$ cat src/ps2_mouse_packet_decoder_top_macros.svh
// Assertion helpers for the mouse packet decoder.
// Both forms sample on clk_i and are off while rst_ni is low.
`ifndef PS2_MOUSE_PACKET_DECODER_TOP_MACROS_SVH
`define PS2_MOUSE_PACKET_DECODER_TOP_MACROS_SVH
`ifndef SYNTHESIS
// same-cycle implication
`define PMPD_ASSERT_SAME(lbl, ante, cons) \
  lbl: assert property (@(posedge clk_i) disable iff (!rst_ni) (ante) |-> (cons)) \
    else $error("pmpd: same-cycle check failed");
// next-cycle implication
`define PMPD_ASSERT_NEXT(lbl, ante, cons) \
  lbl: assert property (@(posedge clk_i) disable iff (!rst_ni) (ante) |=> (cons)) \
    else $error("pmpd: next-cycle check failed");
`else
`define PMPD_ASSERT_SAME(lbl, ante, cons)
`define PMPD_ASSERT_NEXT(lbl, ante, cons)
`endif
`endif

$ cat src/pmpd_pkg.sv
package pmpd_pkg;

  localparam int unsigned PositionBits = 12;
  localparam int unsigned CfgW         = 13;
  localparam int unsigned CfgIdxW      = 2;
  localparam int unsigned InDataW      = 40;  // data_byte, set_x, set_y
  localparam int unsigned QDepth       = 2;

  localparam logic [12:0] ResetWidth   = 13'd1024;
  localparam logic [12:0] ResetHeight  = 13'd768;
  localparam logic [2:0]  ResetPktSize = 3'd3;
  localparam logic [2:0]  PktSizeWheel = 3'd4;
  localparam int unsigned CursorXReset = 512;
  localparam int unsigned CursorYReset = 384;

  typedef enum logic [1:0] {
    CFG_SCREEN_WIDTH  = 2'd0,
    CFG_SCREEN_HEIGHT = 2'd1,
    CFG_PACKET_SIZE   = 2'd2
  } cfg_idx_e;

  typedef enum logic [1:0] {
    ACT_MOTION = 2'd0,
    ACT_LEFT   = 2'd1,
    ACT_RIGHT  = 2'd2,
    ACT_MIDDLE = 2'd3
  } action_e;

  typedef enum logic {
    CMD_DATA   = 1'b0,
    CMD_SETPOS = 1'b1
  } cmd_e;

  typedef enum logic {
    JOB_SETPOS = 1'b0,
    JOB_PACKET = 1'b1
  } job_kind_e;

  typedef struct packed {
    logic [12:0] screen_width;
    logic [12:0] screen_height;
    logic [2:0]  packet_size;
  } cfg_t;

  // one queue entry: either a cursor load or a decoded packet
  typedef struct packed {
    job_kind_e          kind;
    logic signed [15:0] set_x;
    logic signed [15:0] set_y;
    logic signed [10:0] rel_x;
    logic signed [10:0] rel_y;
    logic signed [3:0]  rel_z;
    logic [2:0]         btn;
  } job_t;

endpackage

$ cat src/pmpd_front.sv
module pmpd_front (
  input  logic                              clk_i,
  input  logic                              rst_ni,
  input  logic                              in_valid_i,
  output logic                              in_ready_o,
  input  logic                              in_cmd_i,
  input  logic [pmpd_pkg::InDataW-1:0]      in_data_i,
  input  logic                              wheel_i,
  input  logic                              q_full_i,
  output logic                              push_o,
  output pmpd_pkg::job_t                    job_o
);
  import pmpd_pkg::*;

  logic [1:0] idx_q, idx_d;
  logic [7:0] bytes_q [3];

  logic       acc, is_data, drop, complete, store;
  logic [7:0] byte_in, b0, b1, b2;
  logic       ovf;
  logic [8:0] dx9, dy9;

  assign in_ready_o = !q_full_i;
  assign acc        = in_valid_i && !q_full_i;
  assign is_data    = (cmd_e'(in_cmd_i) == CMD_DATA);
  assign byte_in    = in_data_i[7:0];

  // first byte must carry the always-one sync bit
  assign drop     = (idx_q == 2'd0) && !byte_in[3];
  assign complete = wheel_i ? (idx_q == 2'd3) : (idx_q >= 2'd2);
  assign store    = acc && is_data && !drop && (idx_q != 2'd3);

  assign b0 = bytes_q[0];
  assign b1 = bytes_q[1];
  assign b2 = (idx_q == 2'd2) ? byte_in : bytes_q[2];

  assign ovf = b0[7] | b0[6];
  assign dx9 = {b0[4], b1};
  assign dy9 = {b0[5], b2};

  always_comb begin
    job_o.kind  = is_data ? JOB_PACKET : JOB_SETPOS;
    job_o.set_x = in_data_i[23:8];
    job_o.set_y = in_data_i[39:24];
    job_o.rel_x = ovf ? 11'sd0 : {dx9, 2'b00};
    job_o.rel_y = ovf ? 11'sd0 : {dy9, 2'b00};
    job_o.rel_z = wheel_i ? byte_in[3:0] : 4'sd0;
    job_o.btn   = b0[2:0];
  end

  assign push_o = acc && (!is_data || (!drop && complete));

  always_comb begin
    idx_d = idx_q;
    if (acc && is_data && !drop) begin
      idx_d = complete ? 2'd0 : idx_q + 2'd1;
    end
  end

  always_ff @(posedge clk_i or negedge rst_ni) begin
    if (!rst_ni) begin
      idx_q <= 2'd0;
    end else begin
      idx_q <= idx_d;
    end
  end

  always_ff @(posedge clk_i) begin
    if (store) begin
      bytes_q[idx_q] <= byte_in;
    end
  end

endmodule

$ cat src/pmpd_fifo.sv
module pmpd_fifo (
  input  logic           clk_i,
  input  logic           rst_ni,
  input  logic           push_i,
  input  pmpd_pkg::job_t job_i,
  input  logic           pop_i,
  output pmpd_pkg::job_t job_o,
  output logic           full_o,
  output logic           empty_o
);
  import pmpd_pkg::*;

  localparam int unsigned PtrW = (QDepth > 1) ? $clog2(QDepth) : 1;
  localparam int unsigned CntW = $clog2(QDepth + 1);

  job_t            mem_q [QDepth];
  logic [PtrW-1:0] wr_q, rd_q;
  logic [CntW-1:0] cnt_q;

  assign full_o  = (cnt_q == CntW'(QDepth));
  assign empty_o = (cnt_q == '0);
  assign job_o   = mem_q[rd_q];

  always_ff @(posedge clk_i or negedge rst_ni) begin
    if (!rst_ni) begin
      wr_q  <= '0;
      rd_q  <= '0;
      cnt_q <= '0;
    end else begin
      if (push_i) begin
        wr_q <= (wr_q == PtrW'(QDepth - 1)) ? '0 : wr_q + 1'b1;
      end
      if (pop_i) begin
        rd_q <= (rd_q == PtrW'(QDepth - 1)) ? '0 : rd_q + 1'b1;
      end
      if (push_i && !pop_i) begin
        cnt_q <= cnt_q + 1'b1;
      end else if (pop_i && !push_i) begin
        cnt_q <= cnt_q - 1'b1;
      end
    end
  end

  always_ff @(posedge clk_i) begin
    if (push_i) begin
      mem_q[wr_q] <= job_i;
    end
  end

endmodule

$ cat src/pmpd_back.sv
module pmpd_back #(
  parameter int unsigned PB   = pmpd_pkg::PositionBits,
  parameter int unsigned ODW  = 72
) (
  input  logic           clk_i,
  input  logic           rst_ni,
  input  pmpd_pkg::cfg_t cfg_i,
  input  pmpd_pkg::job_t job_i,
  input  logic           q_empty_i,
  output logic           pop_o,
  output logic           m_valid_o,
  input  logic           m_ready_i,
  output logic [ODW-1:0] m_data_o,
  output logic [1:0]     m_user_o,
  output logic           m_last_o
);
  import pmpd_pkg::*;

  localparam int unsigned CW = ((PB > 16) ? PB : 16) + 2;

  function automatic logic [PB-1:0] limit_of(input logic [12:0] size);
    logic [CW-1:0] s;
    logic [CW-1:0] cap;
    s   = CW'(size);
    cap = CW'(1) << PB;
    if (s == '0) s = CW'(1);
    if (s > cap) s = cap;
    s = s - CW'(1);
    return s[PB-1:0];
  endfunction

  function automatic logic [PB-1:0] clamp_to(input logic signed [CW-1:0] v,
                                             input logic [PB-1:0]        hi);
    if (v < 0) return '0;
    if (v > $signed({{(CW-PB){1'b0}}, hi})) return hi;
    return v[PB-1:0];
  endfunction

  logic [PB-1:0]      cur_x_q, cur_y_q, nxt_x, nxt_y, lim_x, lim_y;
  logic [15:0]        wheel_q;
  logic [2:0]         prev_btn_q;
  logic [3:0]         pend_q, pend_d, sel_mask, pend_rest;
  logic signed [10:0] ev_rx_q, ev_ry_q;
  logic signed [3:0]  ev_rz_q;
  logic [2:0]         ev_btn_q;
  logic               m_valid_q;
  logic [ODW-1:0]     m_data_q;
  logic [1:0]         m_user_q;
  logic               m_last_q;

  logic signed [CW-1:0] sum_x, sum_y, sx, sy;
  logic                 out_free, load, pop_pkt, pressed;
  action_e              sel;

  assign lim_x = limit_of(cfg_i.screen_width);
  assign lim_y = limit_of(cfg_i.screen_height);

  assign sum_x = $signed({{(CW-PB){1'b0}}, cur_x_q})
               + $signed({{(CW-11){job_i.rel_x[10]}}, job_i.rel_x});
  assign sum_y = $signed({{(CW-PB){1'b0}}, cur_y_q})
               - $signed({{(CW-11){job_i.rel_y[10]}}, job_i.rel_y});
  assign sx    = $signed({{(CW-16){job_i.set_x[15]}}, job_i.set_x});
  assign sy    = $signed({{(CW-16){job_i.set_y[15]}}, job_i.set_y});

  assign nxt_x = clamp_to((job_i.kind == JOB_SETPOS) ? sx : sum_x, lim_x);
  assign nxt_y = clamp_to((job_i.kind == JOB_SETPOS) ? sy : sum_y, lim_y);

  // lowest pending event goes first: motion, left, right, middle
  always_comb begin
    if (pend_q[0]) begin
      sel = ACT_MOTION;
    end else if (pend_q[1]) begin
      sel = ACT_LEFT;
    end else if (pend_q[2]) begin
      sel = ACT_RIGHT;
    end else begin
      sel = ACT_MIDDLE;
    end
  end

  assign sel_mask  = 4'b0001 << sel;
  assign pend_rest = pend_q & ~sel_mask;

  always_comb begin
    unique case (sel)
      ACT_MOTION: pressed = ev_btn_q[0];
      ACT_LEFT:   pressed = ev_btn_q[0];
      ACT_RIGHT:  pressed = ev_btn_q[1];
      default:    pressed = ev_btn_q[2];
    endcase
  end

  assign out_free = !m_valid_q || m_ready_i;
  assign load     = (pend_q != '0) && out_free;
  assign pop_o    = !q_empty_i && ((pend_q == '0) || (load && pend_rest == '0));
  assign pop_pkt  = pop_o && (job_i.kind == JOB_PACKET);

  always_comb begin
    pend_d = pend_q;
    if (pop_pkt) begin
      pend_d = {job_i.btn ^ prev_btn_q, 1'b1};
    end else if (load) begin
      pend_d = pend_rest;
    end
  end

  always_ff @(posedge clk_i or negedge rst_ni) begin
    if (!rst_ni) begin
      cur_x_q    <= PB'(CursorXReset);
      cur_y_q    <= PB'(CursorYReset);
      wheel_q    <= '0;
      prev_btn_q <= '0;
      pend_q     <= '0;
      m_valid_q  <= 1'b0;
    end else begin
      pend_q <= pend_d;
      if (pop_o) begin
        cur_x_q <= nxt_x;
        cur_y_q <= nxt_y;
      end
      if (pop_pkt) begin
        wheel_q    <= wheel_q + {{12{job_i.rel_z[3]}}, job_i.rel_z};
        prev_btn_q <= job_i.btn;
      end
      if (load) begin
        m_valid_q <= 1'b1;
      end else if (m_ready_i) begin
        m_valid_q <= 1'b0;
      end
    end
  end

  always_ff @(posedge clk_i) begin
    if (pop_pkt) begin
      ev_rx_q  <= job_i.rel_x;
      ev_ry_q  <= job_i.rel_y;
      ev_rz_q  <= job_i.rel_z;
      ev_btn_q <= job_i.btn;
    end
    if (load) begin
      m_data_q <= ODW'({pressed, ev_btn_q, wheel_q, ev_rz_q, ev_ry_q, ev_rx_q,
                        cur_y_q, cur_x_q});
      m_user_q <= sel;
      m_last_q <= (pend_rest == '0);
    end
  end

  assign m_valid_o = m_valid_q;
  assign m_data_o  = m_data_q;
  assign m_user_o  = m_user_q;
  assign m_last_o  = m_last_q;

endmodule

$ cat src/ps2_mouse_packet_decoder_top.sv
// PS/2 wheel-mouse packet decoder with cursor tracking.
// Input stream (s_axis): one beat is either a raw mouse byte (tuser = 0) or a
// set-cursor command (tuser = 1) carrying signed X/Y that get clamped to the
// screen. Bytes are gathered into 3- or 4-byte packets; a first byte without
// its sync bit is dropped.
// Output stream (m_axis): per complete packet one motion beat, then one beat
// per changed button (left, right, middle); tlast marks the packet's last beat.
// tuser carries the event kind.
// Front end takes one input beat per cycle while the queue has room and pushes
// decoded work into a 2-entry queue; the back end pops it, updates cursor and
// wheel, and emits one event per cycle, unless m_axis stalls, through a
// registered output stage; a packet's first event passes the queue, the
// pending-event register and the output register. A packet gives a motion event
// and one per changed button, a set-cursor command none; the back end's single
// event port sets the pace; the next job pops as a packet's last event loads.
// Output stall: the output holds its beat, the queue fills, then s_axis_tready
// drops. Reset: cursor 512/384, wheel 0, buttons 0, screen 1024x768,
// 3-byte packets; no clearing pass.
// Config port: cfg_we_i writes register cfg_idx_i (0 width, 1 height,
// 2 packet size) at the clock edge; write only while the block is idle.
`include "ps2_mouse_packet_decoder_top_macros.svh"

module ps2_mouse_packet_decoder_top #(
  parameter int unsigned PositionBits = pmpd_pkg::PositionBits,
  parameter int unsigned OutDataW     = ((2 * PositionBits + 46 + 7) / 8) * 8
) (
  input  logic                          clk_i,
  input  logic                          rst_ni,
  // stream in
  input  logic                          s_axis_tvalid,
  output logic                          s_axis_tready,
  input  logic [pmpd_pkg::InDataW-1:0]  s_axis_tdata,  // data_byte, set_x, set_y
  input  logic [0:0]                    s_axis_tuser,  // cmd
  // stream out
  output logic                          m_axis_tvalid,
  input  logic                          m_axis_tready,
  // pos_x, pos_y, rel_x, rel_y, rel_z, wheel_total, buttons, pressed, zero pad
  output logic [OutDataW-1:0]           m_axis_tdata,
  output logic [1:0]                    m_axis_tuser,  // action
  output logic                          m_axis_tlast,
  // configuration
  input  logic                          cfg_we_i,
  input  logic [pmpd_pkg::CfgIdxW-1:0]  cfg_idx_i,
  input  logic [pmpd_pkg::CfgW-1:0]     cfg_data_i
);
  import pmpd_pkg::*;

  // bit positions inside m_axis_tdata
  localparam int unsigned BtnLsb     = 2 * PositionBits + 42;
  localparam int unsigned PressedBit = 2 * PositionBits + 45;

  cfg_t cfg_q;
  job_t front_job, q_job;
  logic push, pop, q_full, q_empty;

  always_ff @(posedge clk_i or negedge rst_ni) begin
    if (!rst_ni) begin
      cfg_q.screen_width  <= ResetWidth;
      cfg_q.screen_height <= ResetHeight;
      cfg_q.packet_size   <= ResetPktSize;
    end else if (cfg_we_i) begin
      unique case (cfg_idx_e'(cfg_idx_i))
        CFG_SCREEN_WIDTH:  cfg_q.screen_width  <= cfg_data_i;
        CFG_SCREEN_HEIGHT: cfg_q.screen_height <= cfg_data_i;
        CFG_PACKET_SIZE:   cfg_q.packet_size   <= cfg_data_i[2:0];
        default: ;  // unused index, ignored
      endcase
    end
  end

  // byte assembly and packet decode
  pmpd_front u_front (
    .clk_i      (clk_i),
    .rst_ni     (rst_ni),
    .in_valid_i (s_axis_tvalid),
    .in_ready_o (s_axis_tready),
    .in_cmd_i   (s_axis_tuser[0]),
    .in_data_i  (s_axis_tdata),
    .wheel_i    (cfg_q.packet_size >= PktSizeWheel),
    .q_full_i   (q_full),
    .push_o     (push),
    .job_o      (front_job)
  );

  // decouples decode from event emission
  pmpd_fifo u_fifo (
    .clk_i   (clk_i),
    .rst_ni  (rst_ni),
    .push_i  (push),
    .job_i   (front_job),
    .pop_i   (pop),
    .job_o   (q_job),
    .full_o  (q_full),
    .empty_o (q_empty)
  );

  // cursor/wheel update and event sequencing
  pmpd_back #(
    .PB  (PositionBits),
    .ODW (OutDataW)
  ) u_back (
    .clk_i     (clk_i),
    .rst_ni    (rst_ni),
    .cfg_i     (cfg_q),
    .job_i     (q_job),
    .q_empty_i (q_empty),
    .pop_o     (pop),
    .m_valid_o (m_axis_tvalid),
    .m_ready_i (m_axis_tready),
    .m_data_o  (m_axis_tdata),
    .m_user_o  (m_axis_tuser),
    .m_last_o  (m_axis_tlast)
  );

  // after a popped packet, tvalid is high past the pending and output registers
  `PMPD_ASSERT_NEXT(a_pkt_emits, pop && q_job.kind == JOB_PACKET, ##1 m_axis_tvalid)
  // motion beat's pressed bit mirrors the left button
  `PMPD_ASSERT_SAME(a_motion_pressed, m_axis_tvalid && m_axis_tuser == ACT_MOTION,
                    m_axis_tdata[PressedBit] == m_axis_tdata[BtnLsb])
  // middle-button beat is always the final one of its packet
  `PMPD_ASSERT_SAME(a_middle_last, m_axis_tvalid && !m_axis_tlast,
                    m_axis_tuser != ACT_MIDDLE)

endmodule

$ cat config.mk
export PLATFORM = sky130hd
export DESIGN_NAME = ps2_mouse_packet_decoder_top
export DESIGN_NICKNAME = d
export VERILOG_FILES = /design/src/pmpd_pkg.sv /design/src/pmpd_front.sv /design/src/pmpd_fifo.sv /design/src/pmpd_back.sv /design/src/ps2_mouse_packet_decoder_top.sv
export VERILOG_INCLUDE_DIRS = /design/src /design/src/src
export SDC_FILE = /design/constraint.sdc
export NUM_CORES = 1
export LEC_CHECK = 0
export BUFFER_PORTS_ARGS = -buffer_cell sky130_fd_sc_hd__clkbuf_2
export CORE_MARGIN = 2
export CORE_UTILIZATION = 45
export DETAILED_ROUTE_END_ITERATION = 7
export PLACE_DENSITY_LB_ADDON = 0.12
export SYNTH_ARGS = -nofsm -noshare
export SYNTH_HDL_FRONTEND = slang
export SYNTH_SLANG_ARGS = --single-unit
$ cat constraint.sdc
create_clock -name clk_i -period 13.8 [get_ports clk_i]
set_input_delay 4.14 -clock clk_i [delete_from_list [all_inputs] [get_ports clk_i]]
set_output_delay 4.14 -clock clk_i [all_outputs]
set_load 0.05 [all_outputs]
Yosys cells after proc, flatten, opt, wreduce, memory -nomap -nowiden

Memories as Yosys holds them, arrays and structs flattened.
Cells that the tools add are included.

$add $sub $neg: 10
Magnitude comparators: 8
Eq/ne operators: 8
Shift operators: 1
Mux-type cells: 43
Bitwise logic cells: 5
Reductions and logical operators: 39

Operators with widths:

| kind                                                         | count |
|---|---|
| two-way mux 12 bit                                           | 10 |
| > comparator 18 x 13 -> 1 bit                                | 2 |
| less-than comparator 18 x 1 -> 1 bit (second input constant) | 2 |
| two-way mux 18 bit                                           | 2 |
| > comparator 13 bit (second input constant)                  | 2 |
| zero test 13 bit                                             | 2 |
| two-way mux 13 bit                                           | 2 |
| subtractor 12 x 1 -> 12 bit (second input constant)          | 2 |
| two-way mux 11 bit                                           | 2 |
| two-way mux 1 bit                                            | 17 |
| adder 16 bit                                                 | 1 |
| adder 13 x 11 -> 14 bit                                      | 1 |
| subtractor 13 x 11 -> 14 bit                                 | 1 |
| logical AND 1 bit                                            | 13 |
| two-way mux 4 bit                                            | 3 |
| equality test 2 bit (second input constant)                  | 5 |
| two-way mux 2 bit                                            | 5 |
| zero test 2 bit                                              | 4 |
| zero test 4 bit                                              | 2 |
| two-way mux 8 bit                                            | 1 |
| zero test 1 bit                                              | 7 |
| AND reduction 2 bit                                          | 3 |
| nonzero test 2 bit                                           | 3 |
| adder 2 x 1 -> 2 bit (second input constant)                 | 2 |
| other kinds (16)                                             | 20 |

Flip-flop bits (word level): 185
RAM bits: 148
Input bits: 61
Output and inout port bits: 77
Word-level logic and storage cells: 136
Memories kept: 2

Memories:

| name            | depth | width | rd ports | clocked after Yosys merged registers in | write ports | line             | source |
|---|---|---|---|---|---|---|---|
| u_fifo.mem_q    | 2     | 62    | 1        | 0                                       | 1           | pmpd_fifo.sv:16  | `job_t mem_q [QDepth];` |
| u_front.bytes_q | 3     | 8     | 3        | 0                                       | 1           | pmpd_front.sv:16 | `logic [7:0] bytes_q [3];` |

Longest topological paths before layout

Depth after elaboration: 13
Depth in mapped cells: 24
Gate-level depth less buffers: 18

Modules after synthesis

From an unflattened synthesis, not the netlist that was laid out.

Cells, all modules: 1,229
Area, all modules: 16,413.2 µm²

By module, submodules not included:

| module                       | times used | cells each | area each (µm²) | seq. area each (µm²) |
|---|---|---|---|---|
| pmpd_back                    | 1          | 830        | 8,852.2         | 4,267.8 |
| pmpd_fifo                    | 1          | 209        | 4,961.0         | 3,823.7 |
| pmpd_front                   | 1          | 126        | 1,472.7         | 740.7 |
| ps2_mouse_packet_decoder_top | 1          | 64         | 1,127.3         | 732.0 |

Worst setup path after synthesis

No wires, ideal clock.

Path type: input to register
Start point: input port s_axis_tdata[3] (netlist name)
End point: memory u_fifo.mem_q[0][0] (netlist name), enable pin
Library setup time: 0.545 ns
Arrival time: 8.268 ns
Required time: 13.255 ns
Setup slack: 4.987 ns
Stages: 3
Buffers on the path: 0
Cells stage by stage: nand2b_1 a21oi_1 nor3_1

Longest elaborated chain between the ends: 8

Ends and longest elaborated chain:

| element                                 | line                               | source |
|---|---|---|
| from (decl)                             | ps2_mouse_packet_decoder_top.sv:32 | `input logic [pmpd_pkg::InDataW-1:0] s_axis_tdata,` |
| zero test 1 bit                         | pmpd_front.sv:29                   | `assign drop = (idx_q == 2'd0) && !byte_in[3];` |
| logical AND 1 bit                       | pmpd_front.sv:29                   |  |
| zero test 1 bit                         | pmpd_front.sv:51                   | `assign push_o = acc && (!is_data \|\| (!drop && complete));` |
| logical AND 1 bit                       | pmpd_front.sv:51                   |  |
| logical OR 1 bit                        | pmpd_front.sv:51                   |  |
| logical AND 1 bit                       | pmpd_front.sv:51                   |  |
| two-way mux 1 bit                       | pmpd_fifo.sv:45                    | `if (push_i) begin` |
| two-way mux 1 bit (implied by the code) | pmpd_fifo.sv:46                    | `mem_q[wr_q] <= job_i;` |
| to (decl)                               | pmpd_fifo.sv:16                    |  |

Every way passes these cells.

Worst setup path after layout

Start point: input port m_axis_tready
End point: register u_back.wheel_q[7]

Longest elaborated chain between the ends: 6

Ends and longest elaborated chain:

| element                  | line                               | source |
|---|---|---|
| from (decl)              | ps2_mouse_packet_decoder_top.sv:36 | `input logic m_axis_tready,` |
| logical OR 1 bit         | pmpd_back.sv:93                    | `assign out_free = !m_valid_q \|\| m_ready_i;` |
| logical AND 1 bit        | pmpd_back.sv:94                    | `assign load = (pend_q != '0) && out_free;` |
| logical AND 1 bit        | pmpd_back.sv:95                    | `assign pop_o = !q_empty_i && ((pend_q == '0) \|\| (load && pend_rest == '0));` |
| logical OR 1 bit         | pmpd_back.sv:95                    |  |
| logical AND 1 bit        | pmpd_back.sv:95                    |  |
| logical AND 1 bit        | pmpd_back.sv:96                    | `assign pop_pkt = pop_o && (job_i.kind == JOB_PACKET);` |
| named net u_back.pop_pkt | pmpd_back.sv:52                    | `logic out_free, load, pop_pkt, pressed;` |
| to (signal assigned)     | pmpd_back.sv:122                   | `wheel_q <= wheel_q + {{12{job_i.rel_z[3]}}, job_i.rel_z};` |
| to (decl)                | pmpd_back.sv:40                    | `logic [15:0] wheel_q;` |

The timed path passes the listed nets, and every way through them passes these cells.
A chain may end at the register's enable or synchronous reset.

==> results.json <==
{
  "irDropWorstVdd_mv": 0.116,
  "rows": 65,
  "worstPathMaxFanout": 36,
  "grt-busiest-layer": "met2",
  "fin_skew_ps": 19.8,
  "worstMarginPinSlew_ps": 1050,
  "timing.final.crit_share_pct": 46.1,
  "critPathArrivalTime_ps": 6760,
  "setup_viol": 0,
  "cts_resized": 0,
  "fp.dieH_um": 184,
  "fp.dieW_um": 184,
  "antenna_found_initial": 0,
  "wire_per_inst_um": 18.6,
  "netlist_instances": 1109,
  "cts_buffer_depth": 3,
  "initial_utilization_pct": 46.0,
  "overflow": 0,
  "num-nets-final": 1386,
  "synth_top_area_share_pct": 47.9,
  "power_density_nw_per_um2": 267,
  "cts_tree": "yes",
  "cts_hold_buf": 0,
  "cts_setup_buffers": 0,
  "endpoint_kind": "flip-flop",
  "fin_ws_ps": 7440,
  "grt_max_degree": 70,
  "grt_pass1_vias": 8822,
  "cts_made_buffers": 35,
  "hp-class": "reg2reg",
  "final_util_pct": 53.1,
  "ys_ff_latch": 314,
  "synth_top_flop_cell": "edfxtp_1",
  "fmax_ghz": 0.157,
  "drt_pass1_iterations": 8,
  "dpl.cell_count": 1619,
  "min_period_ps": 6360,
  "area_growth_syn_to_layout_pct": 15.4,
  "synth.avg_cell_area_um2": 13.2,
  "startpoint_type": "input pin",
  "first_iter_violations": 553,
  "wl_um": 31300,
  "portBuffers": 131,
  "synth_area_um2": 14600,
  "cts_sinks": 314,
  "worstSkewPairLatency_ps": 520,
  "pin_count": 138,
  "drcViolationCount": 0,
  "hold_viol_final": 0,
  "synth-edff-count": 233,
  "max_cap_viol_count": 0,
  "post-synth-top-count-cell": "edfxtp_1",
  "antennaDiodeCount": 0,
  "finalMaxSlewViolations": 0,
  "place_congestion": 0.859,
  "rsz0062_at_grt": "no",
  "core-area_um2": 31700,
  "synth_area_leaders": "edfxtp_1 48%, dfrtp_1 13%, ha_1 5.8%",
  "grt_pass1_wl_um": 48700,
  "htree_levels": 2,
  "use_met3_pct": 2.73,
  "synth_seq_area_share_pct": 61.8,
  "synth_top_area_cell": "edfxtp_1",
  "grt_usage_pct": 18.8,
  "clock-root-buffer": "clkbuf_16",
  "cp.required_ps": 14200,
  "outcome": "finished clean",
  "finalNonFillerCells": 1681,
  "viasPerCell": 5.38,
  "leakage_uw": 0.00680,
  "synth_cell_types": 82,
  "yosysWarnings": 0,
  "die_area_um2": 33900,
  "hpwl_um": 21900,
  "grtUsageMet2_pct": 30.6,
  "final_layout_size_suffix_gt1_share_pct": 21.3,
  "synthTopCellsByCount": "233 x edfxtp_1, 76 x nand2_1, 75 x dfrtp_1, 75 x nor2_1, 68 x ha_1",
  "holdWs_ps": 418,
  "ant_nets": 0,
  "met1_usage_pct": 26.1,
  "fin_setup_tns_ps": 0,
  "ys_async_sr_fraction_pct": 25.8,
  "critPathKind": "in2reg",
  "preCtsSetupSlack_ps": 6870,
  "path_clk_slew_ps": 60,
  "dr_total_vias": 9038,
  "relSlewSlack_pct": 28.4
}
==> report_power, final <==
part,leakage (uW),total (uW),internal (uW),switching (uW)
combinational,0.00307,2010,687,1320
sequential,0.00318,1560,1400,164
clock,0.000555,925,556,369
==> per-stage QoR <==
step / total power, uW / cell area, um2
floorplan: 3120 / 14600
global placement: 3570 / 15700
detailed placement: 3600 / 15700
CTS: 4540 / 16900
global route: 4810 / 16900
finish: 4500 / 16900
==> metal layers <==
metal  wire, um  share of wire [%]  vias up
met3       1250                4.0       53
met5          0                  0        -
met4        814                2.6        0
li1           -                  -     4393
met2      14800                 47      192
met1      14400                 46     4400
==> layout by cell type (no fill, tap or decap), types with 15 or more instances in the layout <==
master     count
xnor2_1       20
mux2_2        41
o21ai_0       52
nor2_1        75
inv_1         51
mux2i_1       61
clkbuf_16     35
clkbuf_2     130
a211oi_1      16
nand2_1       76
a21oi_1       39
xor2_1        16
ha_1          68
o21ai_1       25
nor3_1        19
nor2b_1       15
and2_1        20
edfxtp_1     233
dfrtp_1       74
==> state kept, by name, summed over array words and instances, names as in the netlist, 3 cells and up <==
signal / cells
u_back.cur_x_q: 12
cfg_q: 27
u_fifo.mem_q: 116
u_back.ev_rz_q: 4
u_back.wheel_q: 16
u_back.pend_q: 4
u_front.bytes_q: 23
u_back.ev_rx_q: 9
u_back.cur_y_q: 12
u_back.ev_ry_q: 9
u_back.ev_btn_q: 3
u_back.m_data_o: 66
u_back.prev_btn_q: 3
==> logic make-up (layout without fill, tap and decap cells) <==
logic type	count (synthesis)	in the layout	share of synthesized area (%)
flip-flops	314	314	61.8
AND/OR/NAND/NOR	271	271	9.37
AO/OA/AOI/OAI	221	221	10.1
multiplexers	106	106	7.67
buffers and inverters	88	253	2.52
adder cells (fa/ha/maj)	72	72	6.31
XOR/XNOR	36	36	2.16
other	1	6	0.0257
==> cell type report <==
class	count	area [um2]
fillers	2747	14900
flip-flops and latches	314	9030
multi-input cells	712	5260
clock buffers	45	933
repair buffers	139	718
well taps	402	503
clock inverters	17	213
inverters	52	195
==> path summary, 6_finish.rpt <==
check	slack, ps	start	depth (start not counted)	end
max	7440	m_axis_tready	11	u_back.wheel_q[7]
min	420	u_back.ev_rx_q[6]	0	u_back.m_data_o[30]
max reg2reg	8260	u_fifo.rd_q	16	u_back.cur_y_q[2]
min reg2reg	420	u_back.ev_rx_q[6]	0	u_back.m_data_o[30]
max in group asynchronous	9140	rst_ni	2	u_back.cur_x_q[7]
min in group asynchronous	3520	rst_ni	1	u_back.pend_q[0]
==> critical path, stage by stage <==
cell and delay (ps):
clkbuf_2 70, nor2b_1 100, maj3_1 360, o21ai_0 150, o2bb2ai_1 170, o21ai_2 70
buf_4 250, nand2b_1 190, buf_4 260, inv_2 560, mux2_2 400
No activity file was read; power rests on OpenSTA's default activity.
